$ cat src/hw/rtl/tpa_pkg.sv
// Shared constants, codes and control types for the touch position averager.
package tpa_pkg;

    // Number of X/Y pairs averaged per reported position; a power of two.
    localparam int SAMPLE_PAIRS = 4;

    localparam int OP_W       = 3;
    localparam int RAW_W      = 12;
    localparam int TS_W       = 32;
    localparam int SIZE_W     = 13;
    localparam int POS_W      = 25;
    localparam int CFG_IDX_W  = 3;
    localparam int CFG_DATA_W = 32;

    localparam int SUM_W      = $clog2(SAMPLE_PAIRS * ((1 << RAW_W) - 1) + 1);
    localparam int AVG_SHIFT  = $clog2(SAMPLE_PAIRS);
    localparam int CNT_W      = $clog2(SAMPLE_PAIRS + 1);
    localparam int DIFF_W     = RAW_W + 1;
    localparam int SM1_W      = SIZE_W + 1;
    localparam int PROD_W     = DIFF_W + SM1_W;
    localparam int DIV_CNT_W  = $clog2(PROD_W + 1);

    localparam int S_TDATA_W  = ((RAW_W + TS_W + 7) / 8) * 8;
    localparam int M_TDATA_W  = ((2 * POS_W + 7) / 8) * 8;
    localparam int M_TUSER_W  = 3;

    // Event codes.
    localparam logic [OP_W-1:0] OP_PRESS   = 3'd0;
    localparam logic [OP_W-1:0] OP_RELEASE = 3'd1;
    localparam logic [OP_W-1:0] OP_AXIS_X  = 3'd2;
    localparam logic [OP_W-1:0] OP_AXIS_Y  = 3'd3;

    // Configuration register indexes.
    localparam logic [CFG_IDX_W-1:0] CFG_DEBOUNCE = 3'd0;
    localparam logic [CFG_IDX_W-1:0] CFG_X_OFFSET = 3'd1;
    localparam logic [CFG_IDX_W-1:0] CFG_X_RANGE  = 3'd2;
    localparam logic [CFG_IDX_W-1:0] CFG_Y_OFFSET = 3'd3;
    localparam logic [CFG_IDX_W-1:0] CFG_Y_RANGE  = 3'd4;
    localparam logic [CFG_IDX_W-1:0] CFG_WIDTH    = 3'd5;
    localparam logic [CFG_IDX_W-1:0] CFG_HEIGHT   = 3'd6;

    // Register reset values.
    localparam logic [TS_W-1:0]   DEBOUNCE_RST = 32'd100000;
    localparam logic [RAW_W-1:0]  OFFSET_RST   = 12'd0;
    localparam logic [RAW_W-1:0]  RANGE_RST    = 12'd4095;
    localparam logic [SIZE_W-1:0] WIDTH_RST    = 13'd800;
    localparam logic [SIZE_W-1:0] HEIGHT_RST   = 13'd480;

    typedef struct packed {
        logic accept;
        logic mul;
        logic div_start;
        logic emit;
    } t_cmd;

    typedef struct packed {
        logic complete;
        logic div_done;
    } t_status;

endpackage

$ cat src/hw/rtl/tpa_div.sv
// Iterative signed-by-unsigned restoring divider, one quotient bit per cycle.
module tpa_div (
    input  logic                                i_clk,
    input  logic                                i_rst_n,
    input  logic                                i_start,
    input  logic signed [tpa_pkg::PROD_W-1:0]   i_dividend,
    input  logic        [tpa_pkg::RAW_W-1:0]    i_divisor,
    output logic                                o_done,
    output logic        [tpa_pkg::POS_W-1:0]    o_quotient
);
    import tpa_pkg::*;

    logic                 r_busy;
    logic                 r_done;
    logic [DIV_CNT_W-1:0] r_cnt;
    logic [PROD_W-1:0]    r_quo;
    logic [RAW_W-1:0]     r_rem;
    logic [RAW_W-1:0]     r_div;
    logic                 r_neg;
    logic                 r_zero;

    logic [RAW_W:0]       trial;
    logic                 fits;
    logic [PROD_W-1:0]    magnitude;

    assign magnitude = i_dividend[PROD_W-1] ? (~i_dividend + PROD_W'(1)) : i_dividend;
    assign trial     = {r_rem, r_quo[PROD_W-1]};
    assign fits      = (trial >= {1'b0, r_div});

    always_ff @(posedge i_clk) begin
        if (!i_rst_n) begin
            r_busy <= 1'b0;
            r_done <= 1'b0;
            r_cnt  <= '0;
        end else begin
            r_done <= r_busy && (r_cnt == DIV_CNT_W'(1));
            if (i_start) begin
                r_busy <= 1'b1;
                r_cnt  <= DIV_CNT_W'(PROD_W);
            end else if (r_busy) begin
                r_cnt <= r_cnt - DIV_CNT_W'(1);
                if (r_cnt == DIV_CNT_W'(1)) begin
                    r_busy <= 1'b0;
                end
            end
        end
    end

    always_ff @(posedge i_clk) begin
        if (i_start) begin
            r_quo  <= magnitude;
            r_rem  <= '0;
            r_div  <= i_divisor;
            r_neg  <= i_dividend[PROD_W-1];
            r_zero <= (i_divisor == '0);
        end else if (r_busy) begin
            r_quo <= {r_quo[PROD_W-2:0], fits};
            r_rem <= fits ? RAW_W'(trial - {1'b0, r_div}) : trial[RAW_W-1:0];
        end
    end

    // Truncation toward zero: divide magnitudes, then restore the sign.
    always_comb begin
        if (r_zero) begin
            o_quotient = '0;
        end else if (r_neg) begin
            o_quotient = POS_W'(~r_quo[POS_W-1:0] + POS_W'(1));
        end else begin
            o_quotient = r_quo[POS_W-1:0];
        end
    end

    assign o_done = r_done;

endmodule

$ cat src/hw/rtl/tpa_datapath.sv
// Datapath: configuration registers, touch bookkeeping, calibration and result register.
module tpa_datapath (
    input  logic                                 i_clk,
    input  logic                                 i_rst_n,
    input  tpa_pkg::t_cmd                        i_cmd,
    output tpa_pkg::t_status                     o_status,
    input  logic                                 i_cfg_we,
    input  logic [tpa_pkg::CFG_IDX_W-1:0]        i_cfg_index,
    input  logic [tpa_pkg::CFG_DATA_W-1:0]       i_cfg_data,
    input  logic [tpa_pkg::OP_W-1:0]             i_op,
    input  logic [tpa_pkg::RAW_W-1:0]            i_axis_value,
    input  logic [tpa_pkg::TS_W-1:0]             i_timestamp,
    output logic                                 o_accepted,
    output logic                                 o_touched,
    output logic                                 o_position_valid,
    output logic [tpa_pkg::POS_W-1:0]            o_pos_x,
    output logic [tpa_pkg::POS_W-1:0]            o_pos_y
);
    import tpa_pkg::*;

    // Configuration.
    logic [TS_W-1:0]   r_debounce;
    logic [RAW_W-1:0]  r_x_off, r_x_range, r_y_off, r_y_range;
    logic [SIZE_W-1:0] r_width, r_height;

    // Touch and averaging state.
    logic [TS_W-1:0]   r_press_time, n_press_time;
    logic              r_touch, n_touch;
    logic              r_have_x, n_have_x, r_have_y, n_have_y;
    logic [RAW_W-1:0]  r_latest_x, n_latest_x, r_latest_y, n_latest_y;
    logic [CNT_W-1:0]  r_count, n_count;
    logic [SUM_W-1:0]  r_sum_x, n_sum_x, r_sum_y, n_sum_y;
    logic [POS_W-1:0]  r_cur_x, r_cur_y;

    // Per-event result and calibration pipeline.
    logic              r_res_acc, r_res_touch, r_res_valid;
    logic [RAW_W-1:0]  r_avg_x, r_avg_y;
    logic signed [PROD_W-1:0] r_prod_x, r_prod_y;
    logic              r_out_acc, r_out_touch, r_out_valid;
    logic [POS_W-1:0]  r_out_x, r_out_y;

    logic [TS_W-1:0]   elapsed;
    logic              acc, complete;
    logic [CNT_W:0]    cnt_inc;
    logic [RAW_W-1:0]  avg_x, avg_y;

    logic signed [DIFF_W-1:0] diff_x, diff_y;
    logic signed [SM1_W-1:0]  sm1_x, sm1_y;
    logic signed [PROD_W-1:0] prod_x, prod_y;
    logic              done_x, done_y;
    logic [POS_W-1:0]  q_x, q_y;

    always_comb begin
        n_press_time = r_press_time;
        n_touch      = r_touch;
        n_have_x     = r_have_x;
        n_have_y     = r_have_y;
        n_latest_x   = r_latest_x;
        n_latest_y   = r_latest_y;
        n_count      = r_count;
        n_sum_x      = r_sum_x;
        n_sum_y      = r_sum_y;
        acc          = 1'b0;
        complete     = 1'b0;
        cnt_inc      = '0;
        avg_x        = '0;
        avg_y        = '0;
        elapsed      = i_timestamp - r_press_time;

        if (i_op == OP_PRESS) begin
            n_press_time = i_timestamp;
            n_touch      = 1'b1;
            acc          = 1'b1;
        end else if (i_op == OP_RELEASE) begin
            if (elapsed >= r_debounce) begin
                n_touch = 1'b0;
                acc     = 1'b1;
            end
        end

        // Any event that leaves the touch released restarts the averaging window.
        if (!n_touch) begin
            n_count = '0;
            n_sum_x = '0;
            n_sum_y = '0;
        end

        if (i_op inside {OP_AXIS_X, OP_AXIS_Y}) begin
            acc = 1'b1;
            if (i_op == OP_AXIS_X) begin
                n_latest_x = i_axis_value;
                n_have_x   = 1'b1;
            end else begin
                n_latest_y = i_axis_value;
                n_have_y   = 1'b1;
            end
            if (n_have_x && n_have_y) begin
                n_have_x = 1'b0;
                n_have_y = 1'b0;
                n_sum_x  = n_sum_x + SUM_W'(n_latest_x);
                n_sum_y  = n_sum_y + SUM_W'(n_latest_y);
                cnt_inc  = {1'b0, n_count} + (CNT_W + 1)'(1);
                if (cnt_inc >= (CNT_W + 1)'(SAMPLE_PAIRS)) begin
                    complete = 1'b1;
                    avg_x    = RAW_W'(n_sum_x >> AVG_SHIFT);
                    avg_y    = RAW_W'(n_sum_y >> AVG_SHIFT);
                    n_count  = '0;
                    n_sum_x  = '0;
                    n_sum_y  = '0;
                end else begin
                    n_count = cnt_inc[CNT_W-1:0];
                end
            end
        end
    end

    // Calibration product: (avg - offset) * (size - 1), both signed.
    assign diff_x = $signed({1'b0, r_avg_x}) - $signed({1'b0, r_x_off});
    assign diff_y = $signed({1'b0, r_avg_y}) - $signed({1'b0, r_y_off});
    assign sm1_x  = $signed({1'b0, r_width}) - $signed(SM1_W'(1));
    assign sm1_y  = $signed({1'b0, r_height}) - $signed(SM1_W'(1));
    assign prod_x = diff_x * sm1_x;
    assign prod_y = diff_y * sm1_y;

    tpa_div u_div_x (
        .i_clk      (i_clk),
        .i_rst_n    (i_rst_n),
        .i_start    (i_cmd.div_start),
        .i_dividend (r_prod_x),
        .i_divisor  (r_x_range),
        .o_done     (done_x),
        .o_quotient (q_x)
    );

    tpa_div u_div_y (
        .i_clk      (i_clk),
        .i_rst_n    (i_rst_n),
        .i_start    (i_cmd.div_start),
        .i_dividend (r_prod_y),
        .i_divisor  (r_y_range),
        .o_done     (done_y),
        .o_quotient (q_y)
    );

    assign o_status.complete = complete;
    assign o_status.div_done = done_x & done_y;

    always_ff @(posedge i_clk) begin
        if (!i_rst_n) begin
            r_debounce <= DEBOUNCE_RST;
            r_x_off    <= OFFSET_RST;
            r_x_range  <= RANGE_RST;
            r_y_off    <= OFFSET_RST;
            r_y_range  <= RANGE_RST;
            r_width    <= WIDTH_RST;
            r_height   <= HEIGHT_RST;
        end else if (i_cfg_we) begin
            case (i_cfg_index)
                CFG_DEBOUNCE: r_debounce <= i_cfg_data;
                CFG_X_OFFSET: r_x_off    <= i_cfg_data[RAW_W-1:0];
                CFG_X_RANGE:  r_x_range  <= i_cfg_data[RAW_W-1:0];
                CFG_Y_OFFSET: r_y_off    <= i_cfg_data[RAW_W-1:0];
                CFG_Y_RANGE:  r_y_range  <= i_cfg_data[RAW_W-1:0];
                CFG_WIDTH:    r_width    <= i_cfg_data[SIZE_W-1:0];
                CFG_HEIGHT:   r_height   <= i_cfg_data[SIZE_W-1:0];
                default: ;
            endcase
        end
    end

    always_ff @(posedge i_clk) begin
        if (!i_rst_n) begin
            r_press_time <= '0;
            r_touch      <= 1'b0;
            r_have_x     <= 1'b0;
            r_have_y     <= 1'b0;
            r_latest_x   <= '0;
            r_latest_y   <= '0;
            r_count      <= '0;
            r_sum_x      <= '0;
            r_sum_y      <= '0;
            r_cur_x      <= '0;
            r_cur_y      <= '0;
        end else begin
            if (i_cmd.accept) begin
                r_press_time <= n_press_time;
                r_touch      <= n_touch;
                r_have_x     <= n_have_x;
                r_have_y     <= n_have_y;
                r_latest_x   <= n_latest_x;
                r_latest_y   <= n_latest_y;
                r_count      <= n_count;
                r_sum_x      <= n_sum_x;
                r_sum_y      <= n_sum_y;
            end
            if (o_status.div_done) begin
                r_cur_x <= q_x;
                r_cur_y <= q_y;
            end
        end
    end

    always_ff @(posedge i_clk) begin
        if (i_cmd.accept) begin
            r_res_acc   <= acc;
            r_res_touch <= n_touch;
            r_res_valid <= complete;
            if (complete) begin
                r_avg_x <= avg_x;
                r_avg_y <= avg_y;
            end
        end
        if (i_cmd.mul) begin
            r_prod_x <= prod_x;
            r_prod_y <= prod_y;
        end
        if (i_cmd.emit) begin
            r_out_acc   <= r_res_acc;
            r_out_touch <= r_res_touch;
            r_out_valid <= r_res_valid;
            r_out_x     <= r_cur_x;
            r_out_y     <= r_cur_y;
        end
    end

    assign o_accepted       = r_out_acc;
    assign o_touched        = r_out_touch;
    assign o_position_valid = r_out_valid;
    assign o_pos_x          = r_out_x;
    assign o_pos_y          = r_out_y;

endmodule

$ cat src/hw/rtl/tpa_ctrl.sv
// Controller: sequences one event through bookkeeping, multiply and divide (when it completes a position) and output.
module tpa_ctrl (
    input  logic              i_clk,
    input  logic              i_rst_n,
    input  logic              i_s_tvalid,
    output logic              o_s_tready,
    output logic              o_m_tvalid,
    input  logic              i_m_tready,
    input  tpa_pkg::t_status  i_status,
    output tpa_pkg::t_cmd     o_cmd
);
    import tpa_pkg::*;

    typedef enum logic [2:0] {
        S_IDLE,
        S_MUL,
        S_DSTART,
        S_DIV,
        S_EMIT
    } t_state;

    t_state r_state, n_state;
    logic   r_out_valid;
    logic   out_free;

    assign out_free   = !r_out_valid || i_m_tready;
    assign o_s_tready = (r_state == S_IDLE);
    assign o_m_tvalid = r_out_valid;

    always_comb begin
        o_cmd.accept    = i_s_tvalid && (r_state == S_IDLE);
        o_cmd.mul       = (r_state == S_MUL);
        o_cmd.div_start = (r_state == S_DSTART);
        o_cmd.emit      = (r_state == S_EMIT) && out_free;
    end

    always_comb begin
        n_state = r_state;
        case (r_state)
            S_IDLE: begin
                if (o_cmd.accept) begin
                    n_state = i_status.complete ? S_MUL : S_EMIT;
                end
            end
            S_MUL:    n_state = S_DSTART;
            S_DSTART: n_state = S_DIV;
            S_DIV: begin
                if (i_status.div_done) begin
                    n_state = S_EMIT;
                end
            end
            S_EMIT: begin
                if (out_free) begin
                    n_state = S_IDLE;
                end
            end
            default: n_state = S_IDLE;
        endcase
    end

    always_ff @(posedge i_clk) begin
        if (!i_rst_n) begin
            r_state     <= S_IDLE;
            r_out_valid <= 1'b0;
        end else begin
            r_state <= n_state;
            if (o_cmd.emit) begin
                r_out_valid <= 1'b1;
            end else if (i_m_tready) begin
                r_out_valid <= 1'b0;
            end
        end
    end

`ifndef SYNTHESIS
    a_done_only_in_div: assert property (@(posedge i_clk) disable iff (!i_rst_n)
        i_status.div_done |-> r_state == S_DIV)
        else $error("divider finished outside the divide state");

    a_emit_fills_output: assert property (@(posedge i_clk) disable iff (!i_rst_n)
        o_cmd.emit |=> r_out_valid)
        else $error("emitted word did not reach the output register");

    a_complete_goes_mul: assert property (@(posedge i_clk) disable iff (!i_rst_n)
        o_cmd.accept && i_status.complete |=> r_state == S_MUL)
        else $error("completed pair window did not start calibration");

    a_no_accept_while_busy: assert property (@(posedge i_clk) disable iff (!i_rst_n)
        r_state == S_DIV |=> !o_cmd.accept)
        else $error("event accepted while the divider is running");
`endif

endmodule

$ cat src/hw/rtl/touch_position_averager_core.sv
// Top level of the touch position averager: stream ports, config port, control and datapath.
//
// The block takes touch events (press, release, X axis, Y axis, other) on a stream port
// and returns exactly one word per event: whether the event counted, the touched state
// after it, whether it completed a new averaged position, and the current calibrated
// X and Y screen coordinates. A release only clears the touched state once the
// debounce interval has passed since the press, measured with wrapping 32-bit time.
// X and Y readings are paired and summed; after four pairs the averages are mapped to
// screen coordinates as (avg - offset) * (size - 1) / range, truncated toward zero and
// not clamped, with a zero range giving zero. Events are handled one at a time. An
// event that does not complete a position has its result word loaded into the output
// register once that register is free, and the word is offered in the same cycle that
// the input is ready again. An event that completes a position first passes through
// the calibration multiply, the loading of the dividers, the two restoring dividers
// (X and Y run side by side, one quotient bit per cycle each) and the capture of the
// quotients, then waits for the output register in the same way. The output register
// lets a new event be accepted while the previous result word still waits for the
// consumer. Configuration registers are written through their own valid/ready channel,
// which is always ready, and should be written only while no event is in flight.
module touch_position_averager_core (
    input  logic                                 i_clk,
    input  logic                                 i_rst_n,
    // Input events.
    input  logic                                 i_s_tvalid,
    output logic                                 o_s_tready,
    // [11:0] axis_value, [43:12] timestamp, [47:44] zero
    input  logic [tpa_pkg::S_TDATA_W-1:0]        i_s_tdata,
    // [2:0] op
    input  logic [tpa_pkg::OP_W-1:0]             i_s_tuser,
    // Result words.
    output logic                                 o_m_tvalid,
    input  logic                                 i_m_tready,
    // [24:0] pos_x, [49:25] pos_y, [55:50] zero
    output logic [tpa_pkg::M_TDATA_W-1:0]        o_m_tdata,
    // [0] accepted, [1] touched, [2] position_valid
    output logic [tpa_pkg::M_TUSER_W-1:0]        o_m_tuser,
    // Configuration writes.
    input  logic                                 i_cfg_valid,
    output logic                                 o_cfg_ready,
    input  logic [tpa_pkg::CFG_IDX_W-1:0]        i_cfg_index,
    input  logic [tpa_pkg::CFG_DATA_W-1:0]       i_cfg_data
);
    import tpa_pkg::*;

    t_cmd             cmd;
    t_status          status;
    logic             accepted, touched, position_valid;
    logic [POS_W-1:0] pos_x, pos_y;

    assign o_cfg_ready = 1'b1;

    tpa_ctrl u_ctrl (
        .i_clk      (i_clk),
        .i_rst_n    (i_rst_n),
        .i_s_tvalid (i_s_tvalid),
        .o_s_tready (o_s_tready),
        .o_m_tvalid (o_m_tvalid),
        .i_m_tready (i_m_tready),
        .i_status   (status),
        .o_cmd      (cmd)
    );

    tpa_datapath u_datapath (
        .i_clk            (i_clk),
        .i_rst_n          (i_rst_n),
        .i_cmd            (cmd),
        .o_status         (status),
        .i_cfg_we         (i_cfg_valid && o_cfg_ready),
        .i_cfg_index      (i_cfg_index),
        .i_cfg_data       (i_cfg_data),
        .i_op             (i_s_tuser),
        .i_axis_value     (i_s_tdata[RAW_W-1:0]),
        .i_timestamp      (i_s_tdata[RAW_W+TS_W-1:RAW_W]),
        .o_accepted       (accepted),
        .o_touched        (touched),
        .o_position_valid (position_valid),
        .o_pos_x          (pos_x),
        .o_pos_y          (pos_y)
    );

    assign o_m_tdata = M_TDATA_W'({pos_y, pos_x});
    assign o_m_tuser = {position_valid, touched, accepted};

endmodule
$ cat config.mk
export PLATFORM = sky130hd
export DESIGN_NAME = touch_position_averager_core
export DESIGN_NICKNAME = d
export VERILOG_FILES = /design/src/hw/rtl/tpa_pkg.sv /design/src/hw/rtl/tpa_div.sv /design/src/hw/rtl/tpa_datapath.sv /design/src/hw/rtl/tpa_ctrl.sv /design/src/hw/rtl/touch_position_averager_core.sv
export SDC_FILE = /design/constraint.sdc
export NUM_CORES = 2
export LEC_CHECK = 0
export BUFFER_PORTS_ARGS = -buffer_cell sky130_fd_sc_hd__buf_2
export CAP_MARGIN = 20
export CORE_MARGIN = 2
export CORE_UTILIZATION = 61
export CTS_CLUSTER_SIZE = 12
export DETAILED_ROUTE_END_ITERATION = 6
export HOLD_SLACK_MARGIN = 0.02
export PLACE_DENSITY = 0.79
export SETUP_SLACK_MARGIN = 0.02
export SYNTH_ARGS = -nofsm -noshare
export SYNTH_HDL_FRONTEND = slang
export SYNTH_SLANG_ARGS = --single-unit
$ cat constraint.sdc
create_clock -name i_clk -period 23 [get_ports i_clk]
set_clock_uncertainty 0.15 [all_clocks]
set_input_delay 1.15 -clock i_clk [delete_from_list [all_inputs] [get_ports i_clk]]
set_output_delay 1.15 -clock i_clk [all_outputs]
set_load 0.01 [all_outputs]
==> flow_summary.ini <==
[worst_setup_path]
slowest_stage = o21ai_0
max_stage_delay_ns = 0.70
rr_worst_depth = 31
startpoint_type = input pin
end_kind = flop
worst-setup-path-type = input pin to flop
path_delay_family = compound AO/OA/AOI/OAI gates
reg2reg_from = u_datapath.r_avg_x[0]
arrival_ns = 9.83
crit_buf_inv = 3
timing.critical_path.from = i_s_tdata[12]
cp_max_fo = 34
worstSetupPathDepth = 36
required_ns = 23.33

[global_route]
grt_pass1_wl_mm = 138.8
antenna_found_initial = 12
grt.total_usage_pct = 25.06
gr-total-overflow = 0
grt_pass1_vias = 28660
grt_start_max_net_pins = 162

[clocking]
clk_pin_slew_ns = 0.06
cts_tree = yes
cts_setup_buffers = 0
cts.sinks = 504
cts_resized = 0
clockBufferDepth = 3
clock-root-buffer = clkbuf_16
clock_latency_ns = 0.61
h-tree-depth = 2
cts-hold-fix-buffers = 0
cts_inserted_buffers = 52

[floorplan]
die_w_um = 259.1
core_area_um2 = 64350
initial_core_util_pct = 61.69
core.rowCount = 93
die_y_um = 259.1
die-area_um2 = 67130
ios = 153

[drt]
vias = 29200
drcViolationCount = 0
drt-pass1-iter-count = 6
drtAntennaViolNets = 0
via_per_inst = 5.520
wl_per_cell_um = 15.68
finalWirelength_mm = 82.92
drtIter0Drc = 2043

[logic_synthesis]
synth_seq_cells = 504
yosysWarnings = 0
async_reset_ff_share_pct = 0
synth_most_common_cell = nand2_1
syn_area_um2 = 39690
synth_commonest_cells = 719 x nand2_1, 552 x inv_1, 353 x fa_1, 288 x dfxtp_1, 284 x ha_1
yosys-top-cells-area = fa_1 18%, edfxtp_1 16%, dfxtp_1 15%
ys_seq_area_share_pct = 30.87
ys_types = 65
synth_top_area_cell = fa_1
syn_area_per_cell_um2 = 9.210
synth_edf_count = 216
syn_inst = 4310
ys.flop_type = dfxtp_1
synth_top_area_share_pct = 17.80

[pwr]
powerDensity_nw_per_um2 = 69.94
p_int_w = 0.001941
ir_worst_vdd_uv = 76.32
p_switching_w = 0.001053
clockPowerShare_pct = 26.0
leakage_nw = 18.34
combPwrFrac_pct = 40.7
p_sw_share_pct = 35.17
p_seq_share_pct = 33.2

[finish]
fin_area_um2 = 42810
synthToLayoutAreaGrowth_pct = 7.849
nNetsFinal = 5119
final_layout_size_suffix_gt1_share_pct = 7.153
multiInputGateArea_um2 = 24770
ff_latch_area_um2 = 12250
fill_cells = 5126

[timing]
max_slew.worst_pin.slew_ns = 1.121
max_freq_mhz = 105.3
layout_worst_path_cycle_share_pct = 41.28
slew_viol_final = 0
rsz0062_at_grt = false
slew_headroom_pct = 24.99
tns_ns = 0
finalHoldViolations = 0
finalCriticalPeriod_ns = 9.493
finalSetupViolations = 0

[place]
routabilityCongestion = 0.9145
placed_cell_area_um2 = 41180
dp_hpwl_mm = 63.05
io_buffers = 141

[flow_run]
drv_cap = 0

[hold_path]
whs_path_depth = 0
min_path_type = flop to flop
hold_start = u_datapath.r_cur_y[24]

[status]
outcome = finished clean
==> power by group through the flow <==
stage | clock, W | sequential (W) | combinational [W]
final | 0.000780 | 0.000995 | 0.00122
after global routing | 0.000830 | 0.000995 | 0.00142
after CTS | 0.000798 | 0.000994 | 0.00123
after detailed placement | 0 | 0.00101 | 0.00121
after global placement | 0 | 0.00101 | 0.00119
after floorplan | 0 | 0.00101 | 0.000958
==> layer usage <==
metal / vias up / track usage, % / share of wire [%]
met3: 143 / 4.013 / 6.1
li1: 14300 / - / -
met5: - / 0 / 0.16
met1: 13950 / 34.57 / 46
met4: 20 / 5.941 / 2.2
met2: 786 / 41.57 / 46
==> per-stage QoR <==
step                      utilization [%]  hold slack, ns  cells  power [W]  setup WS, ns
final                               66.53          0.2604   5289   0.002994         13.51
after global routing                66.52          0.2841   5288   0.003246         13.12
after CTS                           66.40          0.2511   5280   0.003020         13.68
after detailed placement            63.99          0.2611   5185   0.002227         13.11
after global placement              63.91          0.2693   5180   0.002200         13.26
after floorplan                         -          0.2503   4315   0.001972         14.73
==> registers in the layout (all words and copies together) (netlist names), 13 cells and up <==
register                  flops
u_datapath.r_press_time      32
u_datapath.r_sum_y           14
u_datapath.r_width           13
u_datapath.o_pos_x           25
u_datapath.r_prod_x          27
u_datapath.r_cur_y           25
u_datapath.o_pos_y           25
u_datapath.r_debounce        32
u_datapath.r_cur_x           25
u_datapath.u_div_y.r_quo     27
u_datapath.r_height          13
u_datapath.u_div_x.r_quo     27
u_datapath.r_prod_y          27
u_datapath.r_sum_x           14
==> final timing paths <==
check	to	slack, ns
setup / recovery	u_datapath.r_sum_y[12]	13.51
hold / removal	u_datapath.o_pos_y[24]	0.26
setup reg to reg	u_datapath.r_prod_x[26]	13.73
hold reg to reg	u_datapath.o_pos_y[24]	0.26
==> layout make-up <==
class | instances | area share, %
multi-input combinational | 3094 | 57.86
sequential | 504 | 28.62
inverter | 554 | 4.858
clock buffer | 80 | 3.405
timing repair buffer | 185 | 2.531
tap | 855 | 2.499
clock inverter | 15 | 0.2163
antenna | 2 | 0.01169
==> cell families (layout without fill, tap and decap cells) <==
| family | after synthesis | in the layout | synth area share (%) |
|---|---|---|---|
| other | 2 | 9 | 0.01892 |
| xor gates and xnor gates | 280 | 280 | 6.178 |
| DFF | 504 | 504 | 30.87 |
| muxes | 46 | 46 | 1.242 |
| AOI/OAI and AO/OA | 701 | 701 | 11.84 |
| adders and majority gates | 637 | 637 | 26.75 |
| buffers and inverters | 717 | 834 | 6.875 |
| and+or+nand+nor | 1423 | 1423 | 16.22 |
==> cells in the final DEF (no fill, tap or decap), types with 23 or more instances in the layout <==
cell type  synthesis  layout
a211oi_1          27      27
a21boi_0         141     141
a21o_1            57      57
a21oi_1          109     109
a22oi_1           48      48
and2_1            85      85
buf_2              0     141
buf_4             10      37
clkbuf_1         153      24
clkbuf_16          0      53
dfxtp_1          288     288
edfxtp_1         216     216
fa_1             353     353
ha_1             284     284
inv_1            552     552
mux2_2            26      26
nand2_1          719     717
nand2b_1          53      53
nand3_1           72      72
nor2_1           239     235
nor2b_1           89      89
nor3_1            37      36
o21ai_0          161     161
o31ai_1           26      26
o41ai_1           23      23
or3_1             23      23
xnor2_1          170     170
xor2_1           110     110
Power figures use the tool's default switching activity.
